## config.mk

```make
export PLATFORM = sky130hd
export DESIGN_NAME = led_matrix_scan_serializer
export DESIGN_NICKNAME = d
export VERILOG_FILES = /design/src/hw/rtl/lms_pkg.sv /design/src/hw/rtl/led_matrix_scan_serializer.sv /design/src/hw/rtl/lms_ram.sv /design/src/hw/rtl/lms_seq.sv
export SDC_FILE = /design/constraint.sdc
export NUM_CORES = 1
export LEC_CHECK = 0
export ABC_CLOCK_PERIOD_IN_PS = 3600
export BUFFER_PORTS_ARGS = -buffer_cell sky130_fd_sc_hd__buf_2
export CAP_MARGIN = 20
export CORE_MARGIN = 8
export CORE_UTILIZATION = 45
export CTS_BUF_LIST = sky130_fd_sc_hd__clkbuf_4 sky130_fd_sc_hd__clkbuf_8 sky130_fd_sc_hd__clkbuf_16
export DETAILED_ROUTE_END_ITERATION = 8
export PLACE_DENSITY_LB_ADDON = 0.15
export SLEW_MARGIN = 20
export SYNTH_ARGS = -nofsm -noshare
export SYNTH_HDL_FRONTEND = slang
export SYNTH_SLANG_ARGS = --single-unit
```

## constraint.sdc

```tcl
create_clock -name i_clk -period 3.6 [get_ports i_clk]
set_input_delay 0.18 -clock i_clk [delete_from_list [all_inputs] [get_ports i_clk]]
set_output_delay 0.18 -clock i_clk [all_outputs]
set_load 0.01 [all_outputs]
```

## src/hw/rtl/lms_pkg.sv

```systemverilog
// shared constants, step codes and pin bundle type for the led matrix scan serializer
package lms_pkg;

    // default geometry
    localparam int PHASES_DEF      = 36;
    localparam int COLUMNS_DEF     = 12;
    localparam int STORE_BYTES_DEF = 54;

    // port widths fixed by the item format
    localparam int ADDR_W  = 6;
    localparam int DATA_W  = 8;
    localparam int DWELL_W = 16;
    localparam int PHASE_W = 6;

    // dwell register value after reset
    localparam logic [DWELL_W-1:0] DWELL_RESET = 16'hA0;

    // sequencer step codes
    localparam int STEP_W = 4;
    localparam logic [STEP_W-1:0] ST_START_CLEAR = 4'd0;
    localparam logic [STEP_W-1:0] ST_START_LATCH = 4'd1;
    localparam logic [STEP_W-1:0] ST_COL_SETUP   = 4'd2;
    localparam logic [STEP_W-1:0] ST_COL_SHIFT   = 4'd3;
    localparam logic [STEP_W-1:0] ST_ROW_SHIFT   = 4'd4;
    localparam logic [STEP_W-1:0] ST_COL_LATCH   = 4'd5;
    localparam logic [STEP_W-1:0] ST_ENABLE      = 4'd6;
    localparam logic [STEP_W-1:0] ST_DWELL       = 4'd7;
    localparam logic [STEP_W-1:0] ST_END_CLEAR   = 4'd8;
    localparam logic [STEP_W-1:0] ST_END_LATCH   = 4'd9;

    // pin levels of one tick, minus the column data bit that comes from the store
    typedef struct packed {
        logic               col_active;
        logic               col_shift_clk;
        logic               col_latch_clk;
        logic               col_clear_n;
        logic               row_data;
        logic               row_shift_clk;
        logic               row_latch_clk;
        logic               row_clear_n;
        logic               row_enable_n;
        logic [PHASE_W-1:0] phase_index;
        logic               frame_done;
    } t_pins;

endpackage

```

## src/hw/rtl/led_matrix_scan_serializer.sv

```systemverilog
// top level of the led matrix scan serializer: frame store, sequencer and result pipeline
//
// channel   direction  handshake                    payload
// in        input      i_in_valid / o_in_ready      i_cmd, i_write_address, i_write_data
// out       output     o_out_valid / i_out_ready    o_col_data .. o_frame_done
// cfg       input      i_cfg_we                     i_cfg_wdata (dwell ticks)
//
// one item is accepted per cycle while the output is not stalled; a tick result passes through
// the store read register, then the output register, a write item gives no result
// the sequencer advances in the accept cycle, so ticks run back to back
// reset clears the store through per-byte valid bits, no clearing pass is needed
// a stalled output holds the result pipeline; one more tick fits in the read stage,
// after that new items wait until the output drains
module led_matrix_scan_serializer #(
    parameter int PHASES      = lms_pkg::PHASES_DEF,
    parameter int COLUMNS     = lms_pkg::COLUMNS_DEF,
    parameter int STORE_BYTES = lms_pkg::STORE_BYTES_DEF
) (
    input  logic                          i_clk,
    input  logic                          i_rst_n,
    input  logic                          i_in_valid,
    output logic                          o_in_ready,
    input  logic                          i_cmd,
    input  logic [lms_pkg::ADDR_W-1:0]    i_write_address,
    input  logic [lms_pkg::DATA_W-1:0]    i_write_data,
    input  logic                          i_cfg_we,
    input  logic [lms_pkg::DWELL_W-1:0]   i_cfg_wdata,
    output logic                          o_out_valid,
    input  logic                          i_out_ready,
    output logic                          o_col_data,
    output logic                          o_col_shift_clk,
    output logic                          o_col_latch_clk,
    output logic                          o_col_clear_n,
    output logic                          o_row_data,
    output logic                          o_row_shift_clk,
    output logic                          o_row_latch_clk,
    output logic                          o_row_clear_n,
    output logic                          o_row_enable_n,
    output logic [lms_pkg::PHASE_W-1:0]   o_phase_index,
    output logic                          o_frame_done
);

    localparam int AW  = (STORE_BYTES > 1) ? $clog2(STORE_BYTES) : 1;
    localparam int SBW = 9;

    logic [lms_pkg::DWELL_W-1:0] r_dwell;
    logic [STORE_BYTES-1:0]      r_valid;

    logic                        acc, acc_tick, acc_wr, wr_ok, s1_go;
    logic [AW-1:0]               wr_addr;

    lms_pkg::t_pins              seq_pins;
    logic [AW-1:0]               rd_addr;
    logic [2:0]                  rd_bit;
    logic                        rd_in_range;
    logic [lms_pkg::DATA_W-1:0]  ram_q;

    logic                        r_s1_vld;
    lms_pkg::t_pins              r_s1_pins;
    logic [2:0]                  r_s1_bit;
    logic                        r_s1_hit;

    logic                        r_o_vld;
    lms_pkg::t_pins              r_o_pins;
    logic                        r_o_col;

    // handshake
    assign s1_go      = !r_o_vld || i_out_ready;
    assign o_in_ready = !r_s1_vld || s1_go;
    assign acc        = i_in_valid && o_in_ready;
    assign acc_tick   = acc && !i_cmd;
    assign acc_wr     = acc && i_cmd;
    assign wr_addr    = AW'(i_write_address);
    assign wr_ok      = acc_wr && (SBW'(i_write_address) < SBW'(STORE_BYTES));

    // dwell register
    always_ff @(posedge i_clk) begin
        if (!i_rst_n) begin
            r_dwell <= lms_pkg::DWELL_RESET;
        end else if (i_cfg_we) begin
            r_dwell <= i_cfg_wdata;
        end
    end

    // per-byte written flags, an unwritten byte reads as zero
    always_ff @(posedge i_clk) begin
        if (!i_rst_n) begin
            r_valid <= '0;
        end else if (wr_ok) begin
            r_valid[wr_addr] <= 1'b1;
        end
    end

    // frame store
    lms_ram #(
        .WIDTH (lms_pkg::DATA_W),
        .DEPTH (STORE_BYTES)
    ) u_store (
        .i_clk   (i_clk),
        .i_we    (wr_ok),
        .i_waddr (wr_addr),
        .i_wdata (i_write_data),
        .i_re    (acc_tick),
        .i_raddr (rd_addr),
        .o_rdata (ram_q)
    );

    // sequencer
    lms_seq #(
        .PHASES      (PHASES),
        .COLUMNS     (COLUMNS),
        .STORE_BYTES (STORE_BYTES)
    ) u_seq (
        .i_clk         (i_clk),
        .i_rst_n       (i_rst_n),
        .i_step        (acc_tick),
        .i_dwell_ticks (r_dwell),
        .o_pins        (seq_pins),
        .o_rd_addr     (rd_addr),
        .o_rd_bit      (rd_bit),
        .o_rd_in_range (rd_in_range)
    );

    // read stage: pin levels wait here for the store data
    always_ff @(posedge i_clk) begin
        if (!i_rst_n) begin
            r_s1_vld <= 1'b0;
        end else if (!r_s1_vld || s1_go) begin
            r_s1_vld <= acc_tick;
        end
    end

    always_ff @(posedge i_clk) begin
        if (acc_tick) begin
            r_s1_pins <= seq_pins;
            r_s1_bit  <= rd_bit;
            r_s1_hit  <= rd_in_range && r_valid[rd_addr];
        end
    end

    // output register
    always_ff @(posedge i_clk) begin
        if (!i_rst_n) begin
            r_o_vld <= 1'b0;
        end else if (s1_go) begin
            r_o_vld <= r_s1_vld;
        end
    end

    always_ff @(posedge i_clk) begin
        if (s1_go && r_s1_vld) begin
            r_o_pins <= r_s1_pins;
            r_o_col  <= r_s1_pins.col_active && r_s1_hit && ram_q[r_s1_bit];
        end
    end

    assign o_out_valid     = r_o_vld;
    assign o_col_data      = r_o_col;
    assign o_col_shift_clk = r_o_pins.col_shift_clk;
    assign o_col_latch_clk = r_o_pins.col_latch_clk;
    assign o_col_clear_n   = r_o_pins.col_clear_n;
    assign o_row_data      = r_o_pins.row_data;
    assign o_row_shift_clk = r_o_pins.row_shift_clk;
    assign o_row_latch_clk = r_o_pins.row_latch_clk;
    assign o_row_clear_n   = r_o_pins.row_clear_n;
    assign o_row_enable_n  = r_o_pins.row_enable_n;
    assign o_phase_index   = r_o_pins.phase_index;
    assign o_frame_done    = r_o_pins.frame_done;

`ifndef ASSERT_OFF
    // a write item never leaves anything in the read stage
    a_wr_no_result: assert property (@(posedge i_clk) disable iff (!i_rst_n)
        acc_wr |=> !r_s1_vld)
        else $error("write item produced a result");

    // no item enters while the read stage is stalled, so the store data holds
    a_stall_block: assert property (@(posedge i_clk) disable iff (!i_rst_n)
        (r_s1_vld && !s1_go) |-> !o_in_ready)
        else $error("item accepted over a stalled read stage");

    // column data only while the column chain is being fed
    a_col_data: assert property (@(posedge i_clk) disable iff (!i_rst_n)
        (o_out_valid && o_col_data) |-> (o_row_enable_n && o_col_clear_n && !o_frame_done))
        else $error("column data outside the shift steps");

    // drivers are enabled only with both chains out of clear
    a_enable_clear: assert property (@(posedge i_clk) disable iff (!i_rst_n)
        (o_out_valid && !o_row_enable_n) |-> (o_col_clear_n && o_row_clear_n))
        else $error("drivers enabled during clear");
`endif

endmodule

```

## src/hw/rtl/lms_ram.sv

```systemverilog
// generic single-write, single-read ram with registered read data
module lms_ram #(
    parameter int WIDTH = 8,
    parameter int DEPTH = 64
) (
    input  logic                                   i_clk,
    input  logic                                   i_we,
    input  logic [(DEPTH > 1 ? $clog2(DEPTH) : 1)-1:0] i_waddr,
    input  logic [WIDTH-1:0]                       i_wdata,
    input  logic                                   i_re,
    input  logic [(DEPTH > 1 ? $clog2(DEPTH) : 1)-1:0] i_raddr,
    output logic [WIDTH-1:0]                       o_rdata
);

    logic [WIDTH-1:0] r_mem [DEPTH];
    logic [WIDTH-1:0] r_rdata;

    // write port
    always_ff @(posedge i_clk) begin
        if (i_we) begin
            r_mem[i_waddr] <= i_wdata;
        end
    end

    // read port, data held until the next read
    always_ff @(posedge i_clk) begin
        if (i_re) begin
            r_rdata <= r_mem[i_raddr];
        end
    end

    assign o_rdata = r_rdata;

endmodule

```

## src/hw/rtl/lms_seq.sv

```systemverilog
// scan sequencer: step, phase, bit and dwell counters, pin levels and store read address
module lms_seq #(
    parameter int PHASES      = lms_pkg::PHASES_DEF,
    parameter int COLUMNS     = lms_pkg::COLUMNS_DEF,
    parameter int STORE_BYTES = lms_pkg::STORE_BYTES_DEF,
    localparam int AW = (STORE_BYTES > 1) ? $clog2(STORE_BYTES) : 1
) (
    input  logic                          i_clk,
    input  logic                          i_rst_n,
    input  logic                          i_step,
    input  logic [lms_pkg::DWELL_W-1:0]   i_dwell_ticks,
    output lms_pkg::t_pins                o_pins,
    output logic [AW-1:0]                 o_rd_addr,
    output logic [2:0]                    o_rd_bit,
    output logic                          o_rd_in_range
);

    localparam int PW    = $clog2(PHASES);
    localparam int BW    = $clog2(COLUMNS + 1);
    localparam int NW_R  = $clog2(PHASES * COLUMNS);
    localparam int NW    = (NW_R < 4) ? 4 : NW_R;
    localparam int SBW   = 9;

    logic [lms_pkg::STEP_W-1:0]  r_step, n_step;
    logic [PW-1:0]               r_phase, n_phase;
    logic [BW-1:0]               r_bit, n_bit;
    logic [lms_pkg::DWELL_W-1:0] r_dwell_cnt, n_dwell_cnt;
    logic                        r_row_pend, n_row_pend;

    logic [lms_pkg::DWELL_W-1:0] dwell_inc;
    logic                        last_phase;
    logic [NW-1:0]               stream_idx;
    logic [NW-4:0]               byte_idx;
    lms_pkg::t_pins              pins;

    // stream bit position of the current column
    assign stream_idx    = NW'(r_phase) * NW'(COLUMNS) + NW'(r_bit);
    assign byte_idx      = stream_idx[NW-1:3];
    assign o_rd_bit      = stream_idx[2:0];
    assign o_rd_addr     = AW'(byte_idx);
    assign o_rd_in_range = (SBW'(byte_idx) < SBW'(STORE_BYTES));

    assign dwell_inc  = r_dwell_cnt + 1'b1;
    assign last_phase = (r_phase == PW'(PHASES - 1));

    // next state and pin levels
    always_comb begin
        n_step      = r_step;
        n_phase     = r_phase;
        n_bit       = r_bit;
        n_dwell_cnt = r_dwell_cnt;
        n_row_pend  = r_row_pend;

        pins               = '0;
        pins.col_clear_n   = 1'b1;
        pins.row_clear_n   = 1'b1;
        pins.row_enable_n  = 1'b1;

        case (r_step)
            lms_pkg::ST_START_LATCH: begin
                pins.col_latch_clk = 1'b1;
                pins.row_latch_clk = 1'b1;
                n_phase     = '0;
                n_bit       = '0;
                n_dwell_cnt = '0;
                n_step      = lms_pkg::ST_COL_SETUP;
            end
            lms_pkg::ST_COL_SETUP: begin
                pins.col_active  = 1'b1;
                pins.row_data    = r_row_pend;
                pins.phase_index = lms_pkg::PHASE_W'(r_phase);
                n_step           = lms_pkg::ST_COL_SHIFT;
            end
            lms_pkg::ST_COL_SHIFT: begin
                pins.col_active    = 1'b1;
                pins.col_shift_clk = 1'b1;
                pins.row_data      = r_row_pend;
                pins.phase_index   = lms_pkg::PHASE_W'(r_phase);
                n_bit              = r_bit + 1'b1;
                if (r_bit == BW'(COLUMNS - 1)) begin
                    n_step = lms_pkg::ST_ROW_SHIFT;
                end else begin
                    n_step = lms_pkg::ST_COL_SETUP;
                end
            end
            lms_pkg::ST_ROW_SHIFT: begin
                pins.row_data      = r_row_pend;
                pins.row_shift_clk = 1'b1;
                pins.row_latch_clk = 1'b1;
                pins.phase_index   = lms_pkg::PHASE_W'(r_phase);
                n_step             = lms_pkg::ST_COL_LATCH;
            end
            lms_pkg::ST_COL_LATCH: begin
                pins.col_latch_clk = 1'b1;
                pins.row_data      = r_row_pend;
                pins.phase_index   = lms_pkg::PHASE_W'(r_phase);
                n_step             = lms_pkg::ST_ENABLE;
            end
            lms_pkg::ST_ENABLE: begin
                pins.row_data     = r_row_pend;
                pins.row_enable_n = 1'b0;
                pins.phase_index  = lms_pkg::PHASE_W'(r_phase);
                n_row_pend        = 1'b0;
                n_dwell_cnt       = '0;
                if (i_dwell_ticks == '0) begin
                    if (last_phase) begin
                        n_phase = '0;
                        n_step  = lms_pkg::ST_END_CLEAR;
                    end else begin
                        n_phase = r_phase + 1'b1;
                        n_bit   = '0;
                        n_step  = lms_pkg::ST_COL_SETUP;
                    end
                end else begin
                    n_step = lms_pkg::ST_DWELL;
                end
            end
            lms_pkg::ST_DWELL: begin
                pins.row_enable_n = 1'b0;
                pins.phase_index  = lms_pkg::PHASE_W'(r_phase);
                n_dwell_cnt       = dwell_inc;
                // done when the count reaches the dwell or wraps around
                if ((dwell_inc >= i_dwell_ticks) || (dwell_inc == '0)) begin
                    n_dwell_cnt = '0;
                    if (last_phase) begin
                        n_phase = '0;
                        n_step  = lms_pkg::ST_END_CLEAR;
                    end else begin
                        n_phase = r_phase + 1'b1;
                        n_bit   = '0;
                        n_step  = lms_pkg::ST_COL_SETUP;
                    end
                end
            end
            lms_pkg::ST_END_CLEAR: begin
                pins.col_clear_n = 1'b0;
                pins.row_clear_n = 1'b0;
                n_row_pend       = 1'b1;
                n_step           = lms_pkg::ST_END_LATCH;
            end
            lms_pkg::ST_END_LATCH: begin
                pins.col_latch_clk = 1'b1;
                pins.row_latch_clk = 1'b1;
                pins.frame_done    = 1'b1;
                n_step             = lms_pkg::ST_START_CLEAR;
            end
            default: begin
                // start clear, and any unused code
                pins.col_clear_n = 1'b0;
                pins.row_clear_n = 1'b0;
                n_phase          = '0;
                n_bit            = '0;
                n_dwell_cnt      = '0;
                n_step           = lms_pkg::ST_START_LATCH;
            end
        endcase
    end

    assign o_pins = pins;

    // state registers, advance once per tick item
    always_ff @(posedge i_clk) begin
        if (!i_rst_n) begin
            r_step      <= lms_pkg::ST_START_CLEAR;
            r_phase     <= '0;
            r_bit       <= '0;
            r_dwell_cnt <= '0;
            r_row_pend  <= 1'b1;
        end else if (i_step) begin
            r_step      <= n_step;
            r_phase     <= n_phase;
            r_bit       <= n_bit;
            r_dwell_cnt <= n_dwell_cnt;
            r_row_pend  <= n_row_pend;
        end
    end

`ifndef ASSERT_OFF
    // column counter stays inside the chain while shifting
    a_bit_range: assert property (@(posedge i_clk) disable iff (!i_rst_n)
        (r_step == lms_pkg::ST_COL_SETUP || r_step == lms_pkg::ST_COL_SHIFT)
        |-> (r_bit < BW'(COLUMNS)))
        else $error("column counter past chain length");

    // the one-hot row bit is only pending before the first enable of a frame
    a_row_pend: assert property (@(posedge i_clk) disable iff (!i_rst_n)
        (i_step && r_step == lms_pkg::ST_DWELL) |=> !r_row_pend)
        else $error("row bit pending after enable");

    // phase counter stays below the phase count
    a_phase_range: assert property (@(posedge i_clk) disable iff (!i_rst_n)
        r_phase <= PW'(PHASES - 1))
        else $error("phase counter out of range");
`endif

endmodule
```

# After elaboration in Yosys (flattened, before gate mapping)
# Memories as Yosys holds them, arrays and structs flattened. A register that Yosys moved wholly into a read port is not among the register bits.
# Cells that the tools add are included.
[word_totals]
in_bits = 36
mem_bits_rw = 432
output_inout_bits = 18
wordCells = 124
register_bits = 137
n_memories = 1
[memory_table]
columns = ["name", "words", "word_bits", "rd", "rd_ports_with_merged_regs", "wr", "line", "source"]
rows = [
  ["u_store.r_mem", 54, 8, 1, 1, 1, "lms_ram.sv:15", "logic [WIDTH-1:0] r_mem [DEPTH];"],
]
[op_classes]
eq_ne = 13
mux = 32
add_sub_neg = 4
multipliers = 1
magnitude_cmp = 7
n_reduce_logical = 32
bitwise_logic = 3
[ops]
columns = ["operator", "n"]
rows = [
  ["$or A54 B54 Y54", 1],
  ["$pmux W4 S9", 1],
  ["$logic_not A16 Y1", 2],
  ["$pmux W16 S2", 1],
  ["$mux W4", 6],
  ["$mux W6", 3],
  ["$pmux W6 S3", 1],
  ["$add A16 B1 Y16 const B", 1],
  ["$eq A4 B3 Y1 const B", 4],
  ["$ge A16 B16 Y1", 1],
  ["$mux W16", 1],
  ["$pmux W4 S4", 1],
  ["$lt A6 B7 Y1 const B", 2],
  ["$mux W1", 13],
  ["$eq A4 B4 Y1 const B", 3],
  ["$lt A6 B6 Y1 const B", 2],
  ["$reduce_or A6 Y1", 2],
  ["$reduce_or A5 Y1", 2],
  ["$add A9 B4 Y9", 1],
  ["$logic_and A1 B1 Y1", 9],
  ["$eq A4 B2 Y1 const B", 2],
  ["$reduce_and A4 Y1", 2],
  ["$reduce_or A8 Y1", 1],
  ["$mul A6 B2 Y7 const B", 1],
  ["19 further kinds", 29],
]

# Longest topological paths before layout
[depth]
word_depth = 8
mapped_depth = 15
ltp_nobuf = 13

# Modules after synthesis
# From an unflattened synthesis, not the netlist that was laid out.
[hier_totals]
cells_unflattened = 1682
hier_area_um2 = 24883.9
[by_module_without_submodules]
columns = ["mod", "seq_area_each_um2", "cells_each", "n_inst", "area_each_um2"]
rows = [
  ["lms_ram", 13212.7, 954, 1, 17583.1],
  ["led_matrix_scan_serializer", 2522.4, 351, 1, 4342.9],
  ["lms_seq", 620.6, 377, 1, 2957.8],
]

# Worst setup path before layout
# OpenSTA, ideal clock, no wires.
[synth_path]
path_kind = "reg-to-reg"
startpoint = "register u_seq.r_dwell_cnt[0] (netlist name)"
endpoint = "register u_seq.r_step[2] (netlist name)"
path_buffers = 1
arrival_time_ps = 3426
stages_incl_launch_ff = 15
synth_period_minus_slack_ps = 3497
path_slack_ps = 103
setup_ps = 70
cell_sequence = "dfxtp_1 -> ha_1 -> nand3_2 -> o41a_1 -> nor2_1 -> inv_1 -> ha_1 -> a21o_1 -> a21o_1 -> a2111oi_0 -> a21boi_1 -> o211a_1 -> clkbuf_1 -> o21ai_0 -> a21oi_1"
[synth_between]
elab_chain_cells = 5
[synth_rtl]
columns = ["element", "line", "source"]
rows = [
  ["from (decl)", "lms_seq.sv:27", "logic [lms_pkg::DWELL_W-1:0] r_dwell_cnt, n_dwell_cnt;"],
  ["from (signal assigned)", "lms_seq.sv:173", "r_dwell_cnt <= n_dwell_cnt;"],
  ["$add A16 B1 Y16 (*)", "lms_seq.sv:43", "assign dwell_inc = r_dwell_cnt + 1'b1;"],
  ["$ge A16 B16 Y1 or $logic_not A16 Y1 (tied branches)", "lms_seq.sv:123", "if ((dwell_inc >= i_dwell_ticks) || (dwell_inc == '0)) begin"],
  ["$logic_or A1 B1 Y1 (*)", "lms_seq.sv:123", ""],
  ["$ne A2 B1 Y1 (no line) (*)", "--", ""],
  ["$reduce_and A2 Y1 (no line) (*)", "--", ""],
  ["to (signal assigned)", "lms_seq.sv:164", "r_step <= lms_pkg::ST_START_CLEAR;"],
  ["to (signal assigned)", "lms_seq.sv:170", "r_step <= n_step;"],
  ["to (decl)", "lms_seq.sv:24", "logic [lms_pkg::STEP_W-1:0] r_step, n_step;"],
]
# Every way passes the cells marked *; elsewhere a longest branch is shown, timed or not.
# A chain may end at the register's enable or synchronous reset.

# Worst setup path in the final report
[layout_path]
startpoint = "register u_seq.r_phase[0]"
endpoint = "register u_store.r_rdata[2] (netlist: u_store.o_rdata[2]), read port of u_store.r_mem (data pin)"
[layout_between]
elab_chain_cells = 2
[layout_rtl]
columns = ["element", "line", "source"]
rows = [
  ["from (decl)", "lms_seq.sv:25", "logic [PW-1:0] r_phase, n_phase;"],
  ["from (signal assigned)", "lms_seq.sv:171", "r_phase <= n_phase;"],
  ["$mul A6 B2 Y7", "lms_seq.sv:37", "assign stream_idx = NW'(r_phase) * NW'(COLUMNS) + NW'(r_bit);"],
  ["$add A9 B4 Y9", "lms_seq.sv:37", ""],
  ["to (decl)", "lms_ram.sv:16", "logic [WIDTH-1:0] r_rdata;"],
]
# Every way passes these cells.

==> impl_metrics.csv <==
group,metric,value,unit
critical_path,path_class,"flip-flop to flip-flop",
logic_synthesis,synth-seq-cells,577,
status,outcome,"completed",
critical_path,ff2ff_path_depth,11,
logic_synthesis,ys_seq_area_share,68.3,%
timing,fmax,286,MHz
routing,routedWlPerCell,23.6,um
logic_synthesis,async_reset_ff_share,0,%
logic_synthesis,yosys.area.top_type,"edfxtp_1",
floorplanning,fp-row-count,84,
clock_network,cts_buffer_depth,3,
final_layout,mostFrequentLayoutCells,"474 x edfxtp_1, 206 x nor2_1, 119 x mux4_2, 119 x mux2i_1, 114 x buf_4",
worst_hold_path,hold_path_end,"r_dwell[4]",
pwr,leakagePower,0.00967,uW
floorplanning,die_w,246,um
global_routing,grt.met1_usage,25.0,%
placement,post-place-ws,-180,ps
final_layout,drive_gt1_share,26.9,%
final_layout,areaGrowthSynthToFinish,18.8,%
pwr,p_per_area,487,mW/mm2
critical_path,crit_arrival,3850,ps
routing,drcViolationCount,0,
routing,dr.pass1.iters,5,
timing,finalCriticalPeriod,3500,ps
final_layout,final_util,54.0,%
timing,max_slew_margin,28.2,%
clock_network,path_clk_slew,60,ps
clock_network,cts_sinks,577,
timing,setup_slack,102,ps
global_routing,track_usage,18.6,%
logic_synthesis,syn_inst,1466,
flow_run,drv_cap,0,
global_routing,grt_pass1_vias,13500,
critical_path,crit_path_start_kind,"flip-flop",
floorplanning,dieArea,0.0606,mm2
clock_network,clk_latency,620,ps
timing,hold_viol_final,0,
timing,worstMarginPinSlew,1080,ps
routing,ant_nets,0,
logic_synthesis,ys_warn_count,0,
critical_path,cp_max_fo,7,
global_routing,grt-ovfl-total,0,
clock_network,cts-htree-levels,2,
routing,vias,13400,
critical_path,r2r_end,"u_store.o_rdata[2]",
final_layout,stdcell_area,0.0283,mm2
global_routing,grt_pass1_wl,84.5,mm
critical_path,r2r_slack,100,ps
global_routing,met3_usage,3.32,%
logic_synthesis,synth_top_area_share,59.7,%
critical_path,crit_path_end_kind,"flip-flop",
floorplanning,coreArea,0.0524,mm2
clock_network,ctsRootBufferMaster,"clkbuf_16",
logic_synthesis,syn_avg_cell_area,16.3,um2
routing,vias_per_cell,5.58,
critical_path,required,3950,ps
clock_network,numCtsBuffers,59,
worst_hold_path,hold_path_class,"input pin to flip-flop",
floorplanning,die_h,246,um
floorplanning,io_pins,54,
worst_hold_path,worstHoldPathCells,3,
routing,routed_wl,56.6,mm
global_routing,grt_use_met2,30.2,%
timing,fin_crit_sh,97.2,%
routing,drtIter0Drc,996,
placement,port_buffers,53,
placement,gp_congestion,0.840,
timing,finalClockSkew,16.0,ps
logic_synthesis,synth_cell_type_count,69,
final_layout,nets,1729,
critical_path,r2r_start,"u_seq.r_phase[0]",
timing,holdWs,99.3,ps
logic_synthesis,syn-num-nets,1532,
pwr,irDropWorstVdd,405,uV
logic_synthesis,synth_edf_count,474,
worst_hold_path,min_from,"i_cfg_we",
floorplanning,start_util,45.5,%
global_routing,antenna_found_initial,2,
logic_synthesis,dominantRegCellSynth,"edfxtp_1",
timing,setup_violations,0,
final_layout,layout_commonest_cell,"edfxtp_1",
global_routing,grt_busiest_layer,"met2",
logic_synthesis,syn_area,0.0239,mm2
global_routing,grt_max_degree,55,
placement,placed_area,0.0257,mm2
placement,dp_hpwl,35.7,mm
timing,final_max_slew_viol_count,0,
logic_synthesis,synth_area_leaders,"edfxtp_1 60%, mux4_2 11%, dfxtp_1 8.6%, mux2i_1 5.7%, nor2_1 3.3%",
clock_network,cts_tree,"yes",
timing,tns,0,ps
flip-flops by register name, summed over array words and instances (netlist names), 3 cells and up:
| name | count |
|---|---|
| u_store.r_mem | 432 |
| r_dwell | 16 |
| r_s1_bit | 3 |
| u_seq.r_dwell_cnt | 16 |
| u_store.o_rdata | 8 |
| u_seq.r_phase | 6 |
| u_seq.r_bit | 4 |
| r_valid | 54 |
| r_s1_pins | 15 |
| o_phase_index | 6 |
| u_seq.r_step | 4 |
worst max path at each step:
stage / start / to
floorplan: u_seq.r_dwell_cnt[0] / u_seq.r_step[2]
global placement: u_seq.r_phase[0] / u_store.o_rdata[3]
detailed placement: u_seq.r_phase[0] / u_store.o_rdata[3]
CTS: u_seq.r_phase[0] / u_store.o_rdata[3]
global route: u_seq.r_dwell_cnt[3] / u_seq.r_phase[1]
finish: u_seq.r_phase[0] / u_store.o_rdata[2]
what timing repair did:
item	CTS	global route
setup endpoints to repair	8	39
gates cloned	1	2
pin swaps	2	2
gates resized for setup	15	26
hold buffers	20	0
endpoints found under the hold margin	25	0
setup buffers	7	17
area by class of cell:
type	instances	area, um2
fillers	4181	24100
clock inverters	36	370
inverters	38	143
flip-flops and latches	577	16300
well taps	688	861
diodes	2	5.00
multi-input cells	775	7230
clock buffers	75	1620
repair buffers	212	1810
cell families (layout without fill, tap and decap cells):
logic type	Yosys count	after routing	synth area share, %
compound gates	127	127	3.66
xor+xnor	17	17	0.745
fa+ha+maj	30	30	1.64
buf+inv	114	361	1.98
flops	577	577	68.3
mux	254	254	16.9
other cells	0	2	0
simple gates	347	347	6.75
cells in the mapped netlist, types with 3 or more instances:
cell and count:
a211oi_1 4, a21o_1 13, a21oi_1 35, a31oi_1 7
a32o_1 6, and2_1 3, and4_1 6, buf_1 12
buf_2 24, clkbuf_1 37, dfxtp_1 103, edfxtp_1 474
ha_1 28, inv_1 37, mux2i_1 135, mux4_2 119
nand2_1 40, nand2b_1 10, nand3_1 13, nand3b_1 6
nand4_1 6, nor2_1 207, nor2b_1 5, nor3_1 16
nor4_1 8, nor4_2 3, o211ai_1 10, o21ai_0 20
o41ai_1 5, or3_1 9, or3b_2 3, xnor2_1 10
xor2_1 4
through the flow:
step | total power (uW) | cells
after floorplan | 7550 | 1466
after global placement | 7710 | 2243
after detailed placement | 7720 | 2243
after CTS | 14000 | 2382
after global routing | 14200 | 2401
final | 13800 | 2403
power breakdown:
part           total (uW)  leakage (uW)  internal (uW)  switching, uW
registers            7290       0.00511           7260           27.9
logic                 305       0.00357           88.0            217
clock network        6210      0.000988           3680           2540
total               13800       0.00967          11000           2780
worst max-delay path, cell delays in order, from the launching register on:
cell and delay, ps:
dfxtp_4 360, ha_4 270, inv_2 40, fa_4 900, buf_12 160, buf_12 140, clkbuf_16 150, mux4_2 500
mux2i_2 300, mux2i_1 150, mux2i_1 150, mux2i_1 80
layer usage:
metal / wire, um / up-vias / share of wire (%)
li1: - / 6104 / -
met3: 2950 / 110 / 5.2
met1: 24400 / 6835 / 43
met4: 1800 / 0 / 3.2
met5: 0 / - / 0
met2: 27500 / 349 / 49
(Power assumes the default switching activity.)
